### config.mk
export PLATFORM = sky130hd
export DESIGN_NAME = chd_front
export DESIGN_NICKNAME = d
export VERILOG_FILES = /design/src/rtl/chd_pkg.sv /design/src/rtl/chd_front.sv
export SDC_FILE = /design/constraint.sdc
export NUM_CORES = 1
export LEC_CHECK = 0
export BUFFER_PORTS_ARGS = -buffer_cell sky130_fd_sc_hd__buf_4
export CORE_UTILIZATION = 52
export DETAILED_ROUTE_END_ITERATION = 8
export GPL_TIMING_DRIVEN = 0
export HOLD_SLACK_MARGIN = 0.08
export PLACE_DENSITY = 0.79
export SYNTH_ARGS = -nofsm -noshare
export SYNTH_HDL_FRONTEND = slang
export SYNTH_SLANG_ARGS = --single-unit
### constraint.sdc
create_clock -name clk -period 13.2 [get_ports clk]
set_clock_uncertainty 0.2 [all_clocks]
set_input_delay 1.32 -clock clk [delete_from_list [all_inputs] [get_ports clk]]
set_output_delay 1.32 -clock clk [all_outputs]
set_load 0.02 [all_outputs]
### src/rtl/chd_pkg.sv
package chd_pkg;

    localparam int CLASS_SLOTS = 32;
    localparam int SLOT_W      = 5;
    localparam int FIRST_W     = 32;
    localparam int BASE_W      = 12;
    localparam int LEN_W       = 6;
    localparam int SPEC_W      = 13;
    localparam int CADDR_W     = 12;
    localparam int CVAL_W      = 24;
    localparam int BYTE_W      = 8;
    localparam int BUF_W       = 64;
    localparam int CNT_W       = 7;
    localparam int VAL_W       = 25;
    localparam int ACT_W       = 3;
    localparam int STAT_W      = 2;
    localparam int IN_DATA_W   = 112;
    localparam int OUT_DATA_W  = 32;

    typedef enum logic [ACT_W-1:0] {
        ACT_PUSH       = 3'd0,
        ACT_LOAD_CLASS = 3'd1,
        ACT_LOAD_COLOR = 3'd2,
        ACT_DECODE     = 3'd3,
        ACT_CLEAR      = 3'd4
    } action_t;

    typedef enum logic [STAT_W-1:0] {
        STAT_OK        = 2'd0,
        STAT_NEED_MORE = 2'd1,
        STAT_DROPPED   = 2'd2
    } status_t;

    typedef enum logic [2:0] {
        ST_IDLE,
        ST_CMP,
        ST_SEL,
        ST_SUM,
        ST_MOD,
        ST_READ,
        ST_EXEC
    } state_t;

    typedef struct packed {
        logic                 decode;
        logic [ACT_W-1:0]     action;
        logic [BYTE_W-1:0]    byte_in;
        logic [SLOT_W-1:0]    class_slot;
        logic [FIRST_W-1:0]   class_first_code;
        logic [BASE_W-1:0]    class_base;
        logic [LEN_W-1:0]     class_length;
        logic [SPEC_W-1:0]    class_special;
        logic [CADDR_W-1:0]   color_addr;
        logic [CVAL_W-1:0]    color_value;
    } item_t;

    typedef struct packed {
        logic [FIRST_W-1:0] first;
        logic [BASE_W-1:0]  base;
        logic [LEN_W-1:0]   len;
        logic [SPEC_W-1:0]  special;
    } class_t;

endpackage

### src/rtl/chd_front.sv
module chd_front (
    input  logic                                 clk,
    input  logic                                 rst_n,
    input  logic                                 s_tvalid,
    output logic                                 s_tready,
    input  logic [chd_pkg::IN_DATA_W-1:0]        s_tdata,
    input  logic [chd_pkg::ACT_W-1:0]            s_tuser,
    output logic                                 q_valid,
    input  logic                                 q_pop,
    output chd_pkg::item_t                       q_item
);

    chd_pkg::item_t entry_reg [2];
    chd_pkg::item_t in_item;
    logic           wr_ptr_reg, wr_ptr_next;
    logic           rd_ptr_reg, rd_ptr_next;
    logic [1:0]     count_reg, count_next;
    logic           push;

    always_comb
    begin
        in_item.decode           = (s_tuser == chd_pkg::ACT_DECODE);
        in_item.action           = s_tuser;
        in_item.byte_in          = s_tdata[7:0];
        in_item.class_slot       = s_tdata[12:8];
        in_item.class_first_code = s_tdata[44:13];
        in_item.class_base       = s_tdata[56:45];
        in_item.class_length     = s_tdata[62:57];
        in_item.class_special    = s_tdata[75:63];
        in_item.color_addr       = s_tdata[87:76];
        in_item.color_value      = s_tdata[111:88];
    end

    assign s_tready = (count_reg != 2'd2);
    assign push     = s_tvalid && s_tready;
    assign q_valid  = (count_reg != 2'd0);
    assign q_item   = entry_reg[rd_ptr_reg];

    always_comb
    begin
        wr_ptr_next = push ? ~wr_ptr_reg : wr_ptr_reg;
        rd_ptr_next = (q_pop && q_valid) ? ~rd_ptr_reg : rd_ptr_reg;
        count_next  = count_reg + {1'b0, push} - {1'b0, q_pop && q_valid};
    end

    always_ff @(posedge clk or negedge rst_n)
    begin
        if (!rst_n)
        begin
            wr_ptr_reg <= 1'b0;
            rd_ptr_reg <= 1'b0;
            count_reg  <= 2'd0;
        end
        else
        begin
            wr_ptr_reg <= wr_ptr_next;
            rd_ptr_reg <= rd_ptr_next;
            count_reg  <= count_next;
        end
    end

    always_ff @(posedge clk)
    begin
        if (push)
        begin
            entry_reg[wr_ptr_reg] <= in_item;
        end
    end

endmodule

# After elaboration in Yosys (flattened, before gate mapping)
# Memory sizes are Yosys's and may differ from the RTL's.
# Cells that the tools add are included.
# word_totals
ff_bits	4
ram_bits	232
in_bits	119
out_inout_bits	118
wordCells	15
n_memories	1
# mem_list
memory	words	word_bits	rd	rd_clocked_by_memory_dff	wr	line_no	text
entry_reg	2	116	1	0	1	chd_front.sv:13	chd_pkg::item_t entry_reg [2];
# op_classes
addsub	2
n_eq_ne	2
muxes	2
bitwise_logic	2
n_reduce_logical	3
# ops
cell	count
== test 3 x 2 -> 1 bit (second input constant)	1
adder 2 x 1 -> 2 bit	1
logical AND 1 bit	2
two-way mux 1 bit	2
!= test 2 bit (second input constant)	1
NOT 1 bit	2
nonzero test 2 bit	1
subtractor 2 x 1 -> 2 bit	1

# Longest topological paths before layout
# Gate-level depths: netlist of run 1.
# depth
word_depth	4
ltp_mapped	5

# Worst setup path after synthesis of run 1
# No wires, ideal clock.
# synth_timing
kind	in2reg
start	in s_tvalid
end	mem entry_reg[0][0] (netlist name) (enable)
arrival_ns	6.224
t_required_ns	12.408
path_slack_ns	6.184
path_stages	2
path_cell_list	nand2_1 -> nor2_1
# synth_via
elab_chain_len	3
# synth_rtl
item	line_no	text
from (decl)	chd_front.sv:4	input logic s_tvalid,
logical AND 1 bit	chd_front.sv:35	assign push = s_tvalid && s_tready;
two-way mux 1 bit	chd_front.sv:64	if (push)
two-way mux 1 bit (not written as such)	chd_front.sv:66	entry_reg[wr_ptr_reg] <= in_item;
to (decl)	chd_front.sv:13	
# Every way passes these cells.

==> reports/summary.log, run 1 <==
qor: detailed_routing.routed-via-count 4467
qor: worst_setup_path.worstSetupStartpointType flop
qor: die.std_cell_rows 46
qor: worst_setup_path.crit_arrival 1960 ps
qor: global_routing.global_route.overflow_total 0
qor: yosys.netlist_top_cells_count edfxtp_1 (232), mux2_2 (116), buf_2 (9)
qor: cells_and_area.drive_gt1_share 61.0%
qor: timing.final-hold-violation-count 0
qor: worst_setup_path.crit_path_end_kind primary output
qor: timing.drv_slew 0
qor: die.start_util 53.8%
qor: flow_run.maximum_capacitance_violations 0
qor: worst_setup_path.criticalPathCategory flop to primary output
qor: global_routing.track_usage 18.7%
qor: worst_setup_path.data_required_time_of_the_critical_path 11680 ps
qor: pwr.cellLeakagePower 4.31 nW
qor: global_routing.maximum_number_of_pins_on_one_net_before_global_route_repair 63
qor: detailed_routing.firstDrtPassIters 4
qor: detailed_routing.detail_route.drc_violations 0
qor: timing.min_period_over_period 26.4%
qor: yosys.yosys.area.top_type_share 81.0%
qor: clock_tree.ctsRootBufferMaster clkbuf_16
qor: pwr.peakVddDrop 0.122 mV
qor: yosys.netlist-cell-type-count 18
qor: timing.final.setup.tns 0 ps
qor: clock_tree.post_cts.repair.setup_buffers 0
qor: pwr.power.clock.fraction 23.1%
qor: pwr.design_power_total 2.64 mW
qor: cells_and_area.finish.cell_count_without_fillers 880
qor: yosys.yosys-mux-area-fraction 15.2%
qor: clock_tree.htreeDepth 1
qor: die.die_width 131 um
qor: hold_path.min_delay_path_class flop to flop
qor: pwr.power_per_cell_area 230 nW/um^2
qor: yosys.synth.largest_area_cell edfxtp_1
qor: yosys.postSynthCellCount 385
qor: cells_and_area.syn_to_final_growth 33.4%
qor: cells_and_area.multi_input_area 1460 um^2
qor: cells_and_area.largest_register_ff_count 232
qor: worst_setup_path.worstPathMaxFanout 10
qor: cells_and_area.fin_nets 772
qor: place.gpl.final_weighted_congestion 0.684
qor: clock_tree.postCtsHoldBufs 0
qor: clock_tree.clkTransAtPathRegs 60 ps
qor: detailed_routing.routed_wirelength 16400 um
qor: yosys.sequential_area_share_after_synthesis 82.1%
qor: die.die_h 131 um
qor: yosys.dominant_combinational_cell_family_by_area_after_synthesis multiplexers
qor: timing.achievable-frequency 287 MHz
qor: cells_and_area.nFillCells 1048
qor: timing.worst_pin_slew 797 ps
qor: detailed_routing.final_antenna_net_count 0
qor: timing.finalWorstPathRequiredPeriod 3480 ps
qor: yosys.synth_xor_area_share 0.305%
qor: timing.slew_headroom 46.9%
qor: yosys.synth_enable_flop_cells 232
qor: clock_tree.numCtsBuffers 24
qor: die.top_level_ports 237
qor: timing.rsz0062_at_grt false
qor: die.die-area 17100 um^2
qor: pwr.part_of_the_total_power_dissipated_in_combinational_logic 36.6%
qor: die.floorplan.core_area 16000 um^2
qor: timing.setup_viol 0
qor: place.dpl.hpwl 11200 um
qor: yosys.synth_area_leaders edfxtp_1 (81%), mux2_2 (15%), dfrtp_1 (1.2%), buf_2 (0.52%), buf_6 (0.52%)
qor: global_routing.grt_antenna_before_repair 0
qor: yosys.syn_avg_cell_area 22.3 um^2
qor: run_status.outcome finished, final reports clean
qor: yosys.ys_dominant_reg_cell edfxtp_1
qor: yosys.synth_compound_gate_area_share 0.349%
qor: clock_tree.clock_tree.buffer_depth 3
qor: yosys.synth_nets 505
qor: pwr.internal_power 1.83 mW
qor: yosys.syn-cell-area 8600 um^2
qor: pwr.net-switching-power 0.814 mW
qor: place.placedCellCount 842
qor: clock_tree.clock-sinks 236
qor: yosys.post_synth_adder_cell_area 0.145%
qor: global_routing.first_pass_grt_wire_length 24100 um
qor: clock_tree.postCtsResizedCells 0
qor: detailed_routing.routedWlPerCell 18.6 um
qor: yosys.synth.yosys.warnings 0
qor: detailed_routing.detailedRoute.firstIterationViolations 185
qor: global_routing.grt_pass1_vias 4745
qor: yosys.post-synth-top-count-cell edfxtp_1
qor: clock_tree.cts_tree done
qor: pwr.switch_share 30.8%
qor: yosys.ys_ff_latch 236
qor: cells_and_area.post-route-util 71.7%
qor: cells_and_area.antenna_cells_inserted 0
qor: yosys.post_synth_and_or_nand_nor_area_fraction 0.829%
qor: detailed_routing.via_per_inst 5.08
qor: cells_and_area.ff_latch_area 7070 um^2
qor: yosys.synth-async-reset-ratio 1.69%
qor: place.port-buffer-count 236
qor: clock_tree.worstSkewPairLatency 500 ps
qor: pwr.pwr-share-seq 40.3%
[power by group through the flow]
stage	sequential (mW)	combinational [mW]	clock [mW]
finish	1.06	0.967	0.610
global placement	1.10	0.929	0
detailed placement	1.08	0.976	0
CTS	1.07	0.982	0.623
floorplan	1.08	0.580	0
global route	1.08	1.03	0.657
[path summary, 6_finish.rpt]
kind / from / to / slack, ps / cells past startpoint
max in group asynchronous: rst_n / rd_ptr_reg / 12280 / 1
min in group asynchronous: rst_n / wr_ptr_reg / 410 / 1
hold reg to reg: wr_ptr_reg / wr_ptr_reg / 360 / 1
setup reg to reg: count_reg[0] / entry_reg[1][49] / 10890 / 3
setup / recovery: rd_ptr_reg / q_item[88] / 9720 / 5
hold / removal: wr_ptr_reg / wr_ptr_reg / 360 / 1
[through the flow]
step	setup slack, ps	instance area [um^2]	hold slack [ps]
floorplan	6180	8600	260
global placement	3800	10600	276
detailed placement	10040	10800	346
CTS	9680	11500	358
global route	9630	11500	386
finish	9720	11500	356
[worst max-delay path: stages, from the launching register on]
cell and delay [ps]:
dfrtp_1 320, buf_2 250, buf_6 210, buf_6 170
mux2_2 360, buf_4 160
[cell type report]
class / instances / area share [%]
flip-flops and latches: 236 / 61.6
clock buffers: 31 / 5.65
clock inverters: 7 / 0.501
plain buffers: 13 / 0.785
well taps: 216 / 2.35
repair buffers: 241 / 16.4
multi-input cells: 136 / 12.7
[layout by cell type (no fill, tap or decap)]
master	synthesis	layout
a311oi_2	1	1
and2b_1	1	1
and3_4	0	1
and4bb_1	1	1
buf_12	0	3
buf_16	0	2
buf_2	9	9
buf_4	0	236
buf_6	4	4
bufinv_16	0	1
clkbuf_1	0	6
clkbuf_16	0	25
clkinv_1	0	2
clkinv_2	0	4
dfrtp_1	4	4
edfxtp_1	232	232
ha_1	1	1
mux2_2	116	116
nand2_1	3	3
nand2b_1	1	1
nand3_1	1	1
nor2_1	4	3
nor2_4	0	1
o21ai_0	1	1
o21ba_2	1	1
or2_2	1	1
xnor2_1	3	3
[logic make-up after synthesis]
logic type	after synthesis
flops	236
xor+xnor	3
mux	116
compound gates	3
fa+ha+maj	1
buf+inv	13
simple gates	13
[per-layer routing]
layer	part of all wire, %	track usage (%)	vias to the layer above
met2	52	33.7	176
met5	0	0	-
met4	1.5	4.73	0
met1	37	21.6	2205
li1	-	-	2062
met3	9.2	6.07	24
Power figures use the tool's default switching activity.
==> run 2: changes to the inputs <==
--- a/config.mk
+++ b/config.mk
@@ -6,11 +6,11 @@
 export NUM_CORES = 1
 export LEC_CHECK = 0
 export BUFFER_PORTS_ARGS = -buffer_cell sky130_fd_sc_hd__buf_4
-export CORE_UTILIZATION = 52
+export CORE_UTILIZATION = 47
 export DETAILED_ROUTE_END_ITERATION = 8
 export GPL_TIMING_DRIVEN = 0
 export HOLD_SLACK_MARGIN = 0.08
-export PLACE_DENSITY = 0.79
+export PLACE_DENSITY = 0.76
 export SYNTH_ARGS = -nofsm -noshare
 export SYNTH_HDL_FRONTEND = slang
 export SYNTH_SLANG_ARGS = --single-unit
==> constraint.sdc (replaced) <==
create_clock -name clk -period 3.13 [get_ports clk]
set_clock_uncertainty 0.2 [all_clocks]
set_input_delay 0.313 -clock clk [delete_from_list [all_inputs] [get_ports clk]]
set_output_delay 0.313 -clock clk [all_outputs]
set_load 0.02 [all_outputs]
==> reports/summary.log, run 2 (same netlist as run 1, synthesis figures left out) <==
qor: pwr.pwr-share-seq 40.0% [was 40.3%]
qor: die.std_cell_rows 49 [was 46]
qor: detailed_routing.firstDrtPassIters 4 [unchanged]
qor: cells_and_area.layout_common_cells buf_4 (236), edfxtp_1 (232), dlygate4sd3_1 (119), mux2_2 (116), clkbuf_16 (25) [was buf_4 (236), edfxtp_1 (232), mux2_2 (116), clkbuf_16 (25), buf_2 (9)]
qor: clock_tree.postCtsResizedCells 0 [unchanged]
qor: flow_run.maximum_capacitance_violations 0 [unchanged]
qor: detailed_routing.routed_wirelength 18300 um [was 16400 um]
qor: pwr.power_per_cell_area 887 nW/um^2 [was 230 nW/um^2]
qor: timing.worst_pin_slew 819 ps [was 797 ps]
qor: detailed_routing.routed-via-count 4928 [was 4467]
qor: global_routing.global_route.overflow_total 0 [unchanged]
qor: worst_setup_path.worstPathMaxFanout 10 [unchanged]
qor: detailed_routing.routedWlPerCell 18.0 um [was 18.6 um]
qor: clock_tree.worstSkewPairLatency 500 ps [about the same]
qor: global_routing.maximum_number_of_pins_on_one_net_before_global_route_repair 62 [was 63]
qor: clock_tree.numCtsBuffers 24 [unchanged]
qor: pwr.design_power_total 11.2 mW [was 2.64 mW]
qor: worst_setup_path.crit_path_end_kind primary output [unchanged]
qor: pwr.power.clock.fraction 22.6% [was 23.1%]
qor: place.place_area 10800 um^2 [about the same]
qor: detailed_routing.final_antenna_net_count 0 [unchanged]
qor: detailed_routing.detail_route.drc_violations 0 [unchanged]
qor: place.placedCellCount 854 [was 842]
qor: detailed_routing.detailedRoute.firstIterationViolations 189 [was 185]
qor: pwr.net-switching-power 3.52 mW [was 0.814 mW]
qor: cells_and_area.fin_nets 890 [was 772]
qor: cells_and_area.syn_to_final_growth 47.1% [was 33.4%]
qor: pwr.peakVddDrop 0.618 mV [was 0.122 mV]
qor: timing.setup_viol 0 [unchanged]
qor: place.gpl.final_weighted_congestion 0.767 [was 0.684]
qor: cells_and_area.layout_commonest_cell buf_4 [unchanged]
qor: detailed_routing.via_per_inst 4.85 [was 5.08]
qor: timing.slew_headroom 45.4% [was 46.9%]
qor: worst_setup_path.crit_arrival 1980 ps [was 1960 ps]
qor: clock_tree.htreeDepth 1 [unchanged]
qor: pwr.cellLeakagePower 4.79 nW [was 4.31 nW]
qor: timing.final-hold-violation-count 0 [unchanged]
qor: hold_path.min_delay_path_class input port to flop [was flop to flop]
qor: worst_setup_path.criticalPathCategory flop to primary output [unchanged]
qor: cells_and_area.drive_gt1_share 51.5% [was 61.0%]
qor: worst_setup_path.cp_cell_sequence buf_2 -> buf_2 -> mux2_2 -> buf_4 [was buf_2 -> buf_6 -> buf_6 -> mux2_2 -> buf_4]
qor: timing.rsz0062_at_grt false [unchanged]
qor: worst_setup_path.worstSetupStartpointType flop [unchanged]
qor: cells_and_area.largest_register_ff_count 232 [unchanged]
qor: place.port-buffer-count 236 [unchanged]
qor: pwr.switch_share 31.4% [was 30.8%]
qor: timing.worst_slack 640 ps [was 9720 ps]
qor: clock_tree.clkTransAtPathRegs 60 ps [about the same]
qor: global_routing.grt_antenna_before_repair 0 [unchanged]
qor: die.start_util 47.9% [was 53.8%]
qor: run_status.outcome finished, final reports clean [unchanged]
qor: timing.whs 330 ps [was 356 ps]
qor: clock_tree.clock-sinks 236 [unchanged]
qor: die.floorplan.core_area 18000 um^2 [was 16000 um^2]
qor: worst_setup_path.cp_common_cell buf_2 [was buf_6]
qor: global_routing.grt_pass1_vias 5351 [was 4745]
qor: cells_and_area.post-route-util 70.5% [was 71.7%]
qor: cells_and_area.antenna_cells_inserted 0 [unchanged]
qor: clock_tree.ctsRootBufferMaster clkbuf_16 [unchanged]
qor: worst_setup_path.slowest_cell_on_the_critical_path mux2_2 [unchanged]
qor: place.pre_cts_ws 719 ps [was 10040 ps]
qor: pwr.internal_power 7.71 mW [was 1.83 mW]
qor: clock_tree.clock_tree.buffer_depth 3 [unchanged]
qor: global_routing.track_usage 18.8% [was 18.7%]
qor: timing.achievable-frequency 402 MHz
qor: global_routing.first_pass_grt_wire_length 26800 um [was 24100 um]
qor: timing.drv_slew 0 [unchanged]
qor: timing.finalWorstPathRequiredPeriod 2490 ps
qor: clock_tree.cts_tree done [unchanged]
qor: die.die-area 18800 um^2 [was 17100 um^2]
qor: place.dpl.hpwl 11100 um [was 11200 um]
qor: worst_setup_path.data_required_time_of_the_critical_path 2620 ps [was 11680 ps]
qor: timing.final.setup.tns 0 ps [unchanged]
qor: die.die_h 137 um [was 131 um]
qor: pwr.part_of_the_total_power_dissipated_in_combinational_logic 37.4% [was 36.6%]
qor: die.top_level_ports 237 [unchanged]
qor: die.die_width 137 um [was 131 um]
qor: timing.min_period_over_period 79.5%
qor: cells_and_area.finish.cell_count_without_fillers 1016 [was 880]
qor: worst_setup_path.max_stage_delay 380 ps [was 360 ps]
qor: cells_and_area.postLayoutCellArea 12700 um^2 [was 11500 um^2]
[run 2: cell count changes in the layout (fill, tap and decap cells not counted), sizes merged]
cell	delta
dlygate4sd3	+119
clkinv	+5
buf	-1
bufinv	-1
clkinvlp	+1
[run 2: cell type report]
| class | instances | area, um^2 |
|---|---|---|
| sequential | 236 | 7070 |
| fill | 1109 | 5310 |
| timing repair buffer | 359 | 3050 |
| multi-input combinational | 136 | 1460 |
| clock buffer | 31 | 648 |
| tap | 229 | 287 |
| buffer | 13 | 90.1 |
| clock inverter | 12 | 53.8 |
[run 2: path summary, 6_finish.rpt]
path                               from          endpoint  slack (ps)  cells past startpoint
min in group asynchronous         rst_n      count_reg[0]         530                      3
max in group asynchronous         rst_n        rd_ptr_reg        2020                      3
setup / recovery             rd_ptr_reg       q_item[106]         640                      4
hold / removal             s_tdata[103]  entry_reg[0][15]         330                      2
setup reg to reg           count_reg[0]  entry_reg[0][36]         710                      5
hold reg to reg              wr_ptr_reg        wr_ptr_reg         360                      1
[run 2: metal layers]
metal	global-route usage [%]	share of wire, %	vias to the layer above
met3	5.15	7.5	40
li1	-	-	2303
met5	0	0	-
met2	34.4	53	186
met4	5.92	2.2	0
met1	21.0	37	2399
[run 2: worst max-delay path: cells and delay by family (launching register included)]
kind                   cells  cell delay, ps
buffers and inverters      3             780
muxes                      1             380
DFF                        1             310
[run 2: power by group through the flow]
stage / Sequential (mW) / Combinational [mW] / Clock, mW
final: 4.49 / 4.20 / 2.54
after floorplan: 4.52 / 2.45 / 0
after global routing: 4.56 / 4.46 / 2.72
after detailed placement: 4.56 / 4.08 / 0
after CTS: 4.49 / 4.22 / 2.61
after global placement: 4.57 / 3.92 / 0
[run 2: what timing repair did]
action,in CTS,in global routing
hold buffers,119,0
buffers inserted,0,0
hold endpoints to repair,240,0
==> run 3: changes to the inputs <==
--- a/config.mk
+++ b/config.mk
@@ -6,11 +6,11 @@
 export NUM_CORES = 1
 export LEC_CHECK = 0
 export BUFFER_PORTS_ARGS = -buffer_cell sky130_fd_sc_hd__buf_4
-export CORE_UTILIZATION = 47
+export CORE_UTILIZATION = 52
 export DETAILED_ROUTE_END_ITERATION = 8
 export GPL_TIMING_DRIVEN = 0
 export HOLD_SLACK_MARGIN = 0.08
-export PLACE_DENSITY = 0.76
+export PLACE_DENSITY = 0.79
 export SYNTH_ARGS = -nofsm -noshare
 export SYNTH_HDL_FRONTEND = slang
 export SYNTH_SLANG_ARGS = --single-unit
==> constraint.sdc (replaced) <==
create_clock -name clk -period 2.45 [get_ports clk]
set_clock_uncertainty 0.2 [all_clocks]
set_input_delay 0.245 -clock clk [delete_from_list [all_inputs] [get_ports clk]]
set_output_delay 0.245 -clock clk [all_outputs]
set_load 0.02 [all_outputs]
==> reports/summary.log, run 3 (same netlist as run 1, synthesis figures left out) <==
qor: pwr.cellLeakagePower 4.79 nW [about the same]
qor: cells_and_area.syn_to_final_growth 46.9% [was 47.1%]
qor: worst_setup_path.max_stage_delay 360 ps [was 380 ps]
qor: pwr.peakVddDrop 0.734 mV [was 0.618 mV]
qor: worst_setup_path.criticalPathCategory flop to primary output [unchanged]
qor: clock_tree.worstSkewPairLatency 500 ps [about the same]
qor: detailed_routing.final_antenna_net_count 0 [unchanged]
qor: cells_and_area.ff_latch_area 7070 um^2 [unchanged]
qor: run_status.outcome finished, final reports clean [unchanged]
qor: detailed_routing.via_per_inst 4.96 [was 4.85]
qor: worst_setup_path.worstSetupStartpointType flop [unchanged]
qor: worst_setup_path.cp_cell_sequence clkbuf_4 -> buf_6 -> buf_6 -> mux2_2 -> buf_4 [was buf_2 -> buf_2 -> mux2_2 -> buf_4]
qor: timing.achievable-frequency 422 MHz
qor: detailed_routing.routedWlPerCell 19.5 um [was 18.0 um]
qor: hold_path.hold_path.startpoint s_tdata[45] [was s_tdata[103]]
qor: cells_and_area.finish.cell_count_without_fillers 1002 [was 1016]
qor: timing.final-hold-violation-count 0 [unchanged]
qor: worst_setup_path.ff2ff_path_depth 3 [was 5]
qor: worst_setup_path.worstPathMaxFanout 10 [unchanged]
qor: timing.drv_slew 0 [unchanged]
qor: hold_path.min_delay_path_class input port to flop [unchanged]
qor: timing.setup_viol 0 [unchanged]
qor: global_routing.first_pass_grt_wire_length 28400 um [was 26800 um]
qor: die.floorplan.core_area 16000 um^2 [was 18000 um^2]
qor: place.placedCellCount 842 [was 854]
qor: timing.worst_pin_slew 731 ps [was 819 ps]
qor: global_routing.track_usage 22.4% [was 18.8%]
qor: clock_tree.post_cts.repair.setup_buffers 0 [unchanged]
qor: detailed_routing.firstDrtPassIters 4 [unchanged]
qor: clock_tree.numCtsBuffers 23 [was 24]
qor: place.pre_cts_ws 147 ps [was 719 ps]
qor: clock_tree.htreeDepth 1 [unchanged]
qor: cells_and_area.fin_nets 890 [unchanged]
qor: die.std_cell_rows 46 [was 49]
qor: clock_tree.clkTransAtPathRegs 60 ps [about the same]
qor: die.die-area 17100 um^2 [was 18800 um^2]
qor: worst_setup_path.cp_common_cell buf_6 [was buf_2]
qor: global_routing.global_route.overflow_total 0 [unchanged]
qor: timing.min_period_over_period 96.7%
qor: pwr.power_per_cell_area 1140 nW/um^2 [was 887 nW/um^2]
qor: timing.slew_headroom 51.3% [was 45.4%]
qor: cells_and_area.largest_register_ff_count 232 [unchanged]
qor: detailed_routing.routed-via-count 4972 [was 4928]
qor: place.gpl.final_weighted_congestion 0.694 [was 0.767]
qor: cells_and_area.post-route-util 79.0% [was 70.5%]
qor: cells_and_area.multi_input_area 1470 um^2 [was 1460 um^2]
qor: die.die_width 131 um [was 137 um]
qor: clock_tree.clock-sinks 236 [unchanged]
qor: global_routing.maximum_number_of_pins_on_one_net_before_global_route_repair 68 [was 62]
qor: clock_tree.ctsRootBufferMaster clkbuf_16 [unchanged]
qor: timing.rsz0062_at_grt false [unchanged]
qor: clock_tree.clock_tree.buffer_depth 3 [unchanged]
qor: cells_and_area.layout_commonest_cell buf_4 [unchanged]
qor: worst_setup_path.crit_path_end_kind primary output [unchanged]
qor: hold_path.holdPathEnd entry_reg[0][55] [was entry_reg[0][15]]
qor: cells_and_area.antenna_cells_inserted 0 [unchanged]
qor: global_routing.grt_antenna_before_repair 0 [unchanged]
qor: worst_setup_path.slowest_cell_on_the_critical_path mux2_2 [unchanged]
qor: worst_setup_path.endpoint_of_the_worst_slack_reg_to_reg_timing_path entry_reg[1][87] [was entry_reg[0][36]]
qor: timing.worst_slack 81.5 ps [was 640 ps]
qor: detailed_routing.detail_route.drc_violations 0 [unchanged]
qor: detailed_routing.routed_wirelength 19500 um [was 18300 um]
qor: place.dpl.hpwl 10900 um [was 11100 um]
qor: cells_and_area.layout_common_cells buf_4 (236), edfxtp_1 (232), dlygate4sd3_1 (119), mux2_2 (116), clkbuf_16 (23) [was buf_4 (236), edfxtp_1 (232), dlygate4sd3_1 (119), mux2_2 (116), clkbuf_16 (25)]
qor: place.port-buffer-count 236 [unchanged]
qor: cells_and_area.drive_gt1_share 51.7% [was 51.5%]
qor: pwr.design_power_total 14.4 mW [was 11.2 mW]
qor: worst_setup_path.crit_arrival 1920 ps [was 1980 ps]
qor: die.top_level_ports 237 [unchanged]
qor: clock_tree.cts_tree done [unchanged]
qor: die.die_h 131 um [was 137 um]
qor: worst_setup_path.worst-path-buf-inv 4 [was 3]
qor: worst_setup_path.data_required_time_of_the_critical_path 2010 ps [was 2620 ps]
qor: flow_run.maximum_capacitance_violations 0 [unchanged]
qor: worst_setup_path.reg2reg_setup_slack 160 ps [was 710 ps]
qor: worst_setup_path.reg2reg_from count_reg[0] [unchanged]
qor: worst_setup_path.critPathTopFamily buffers and inverters [unchanged]
qor: die.start_util 53.8% [was 47.9%]
qor: global_routing.grt_pass1_vias 5354 [was 5351]
qor: hold_path.worst_hold_path.num_cells 2 [unchanged]
qor: timing.finalWorstPathRequiredPeriod 2370 ps
qor: cells_and_area.nFillCells 807 [was 1109]
qor: detailed_routing.detailedRoute.firstIterationViolations 249 [was 189]
run 3: worst max path at each step:
| stage | startpoint | end | depth (start not counted) |
|---|---|---|---|
| 2_1_floorplan | count_reg[0] | entry_reg[0][0] | 3 |
| 3_3_place_gp | count_reg[0] | entry_reg[0][98] | 3 |
| 3_5_place_dp | count_reg[0] | entry_reg[1][96] | 3 |
| 4_1_cts | rd_ptr_reg | q_item[110] | 4 |
| 5_1_grt | rd_ptr_reg | q_item[86] | 5 |
| 6_report | rd_ptr_reg | q_item[103] | 5 |
run 3: stage by stage:
| step | cell area [um^2] | hold slack [ps] | TNS [ps] |
|---|---|---|---|
| final | 12600 | 259 | 0 |
| after global routing | 12600 | 252 | 0 |
| after CTS | 12600 | 246 | 0 |
| after detailed placement | 10800 | -154 | 0 |
| after global placement | 10700 | -157 | -258160 |
| after floorplan | 8630 | -251 | -97900 |
run 3: per-layer routing:
layer	global-route usage [%]	up-vias	routed length, um
li1	-	2300	-
met1	24.6	2457	7160
met2	43.3	189	10700
met3	5.25	26	1420
met4	5.21	0	267
met5	0	-	0
run 3: power by group:
group	leakage (nW)	switching, mW	total (mW)	internal [mW]
Combinational	2.26	2.94	5.46	2.52
Sequential	2.21	0.244	5.76	5.51
Clock	0.320	1.43	3.15	1.73
run 3: area by class of cell:
| cell class | instances | share of cell area [%] |
|---|---|---|
| buffer | 13 | 0.733 |
| tap | 216 | 2.14 |
| sequential | 236 | 55.9 |
| clock inverter | 12 | 0.465 |
| timing repair buffer | 360 | 24.4 |
| multi-input combinational | 136 | 11.7 |
| clock buffer | 29 | 4.73 |
run 3: timing repair:
action / 4_1_cts / 5_1_grt
endpoints found under the setup margin: 0 / 59
endpoints found under the hold margin: 251 / 0
resized for setup: 0 / 1
hold buffers: 119 / 0
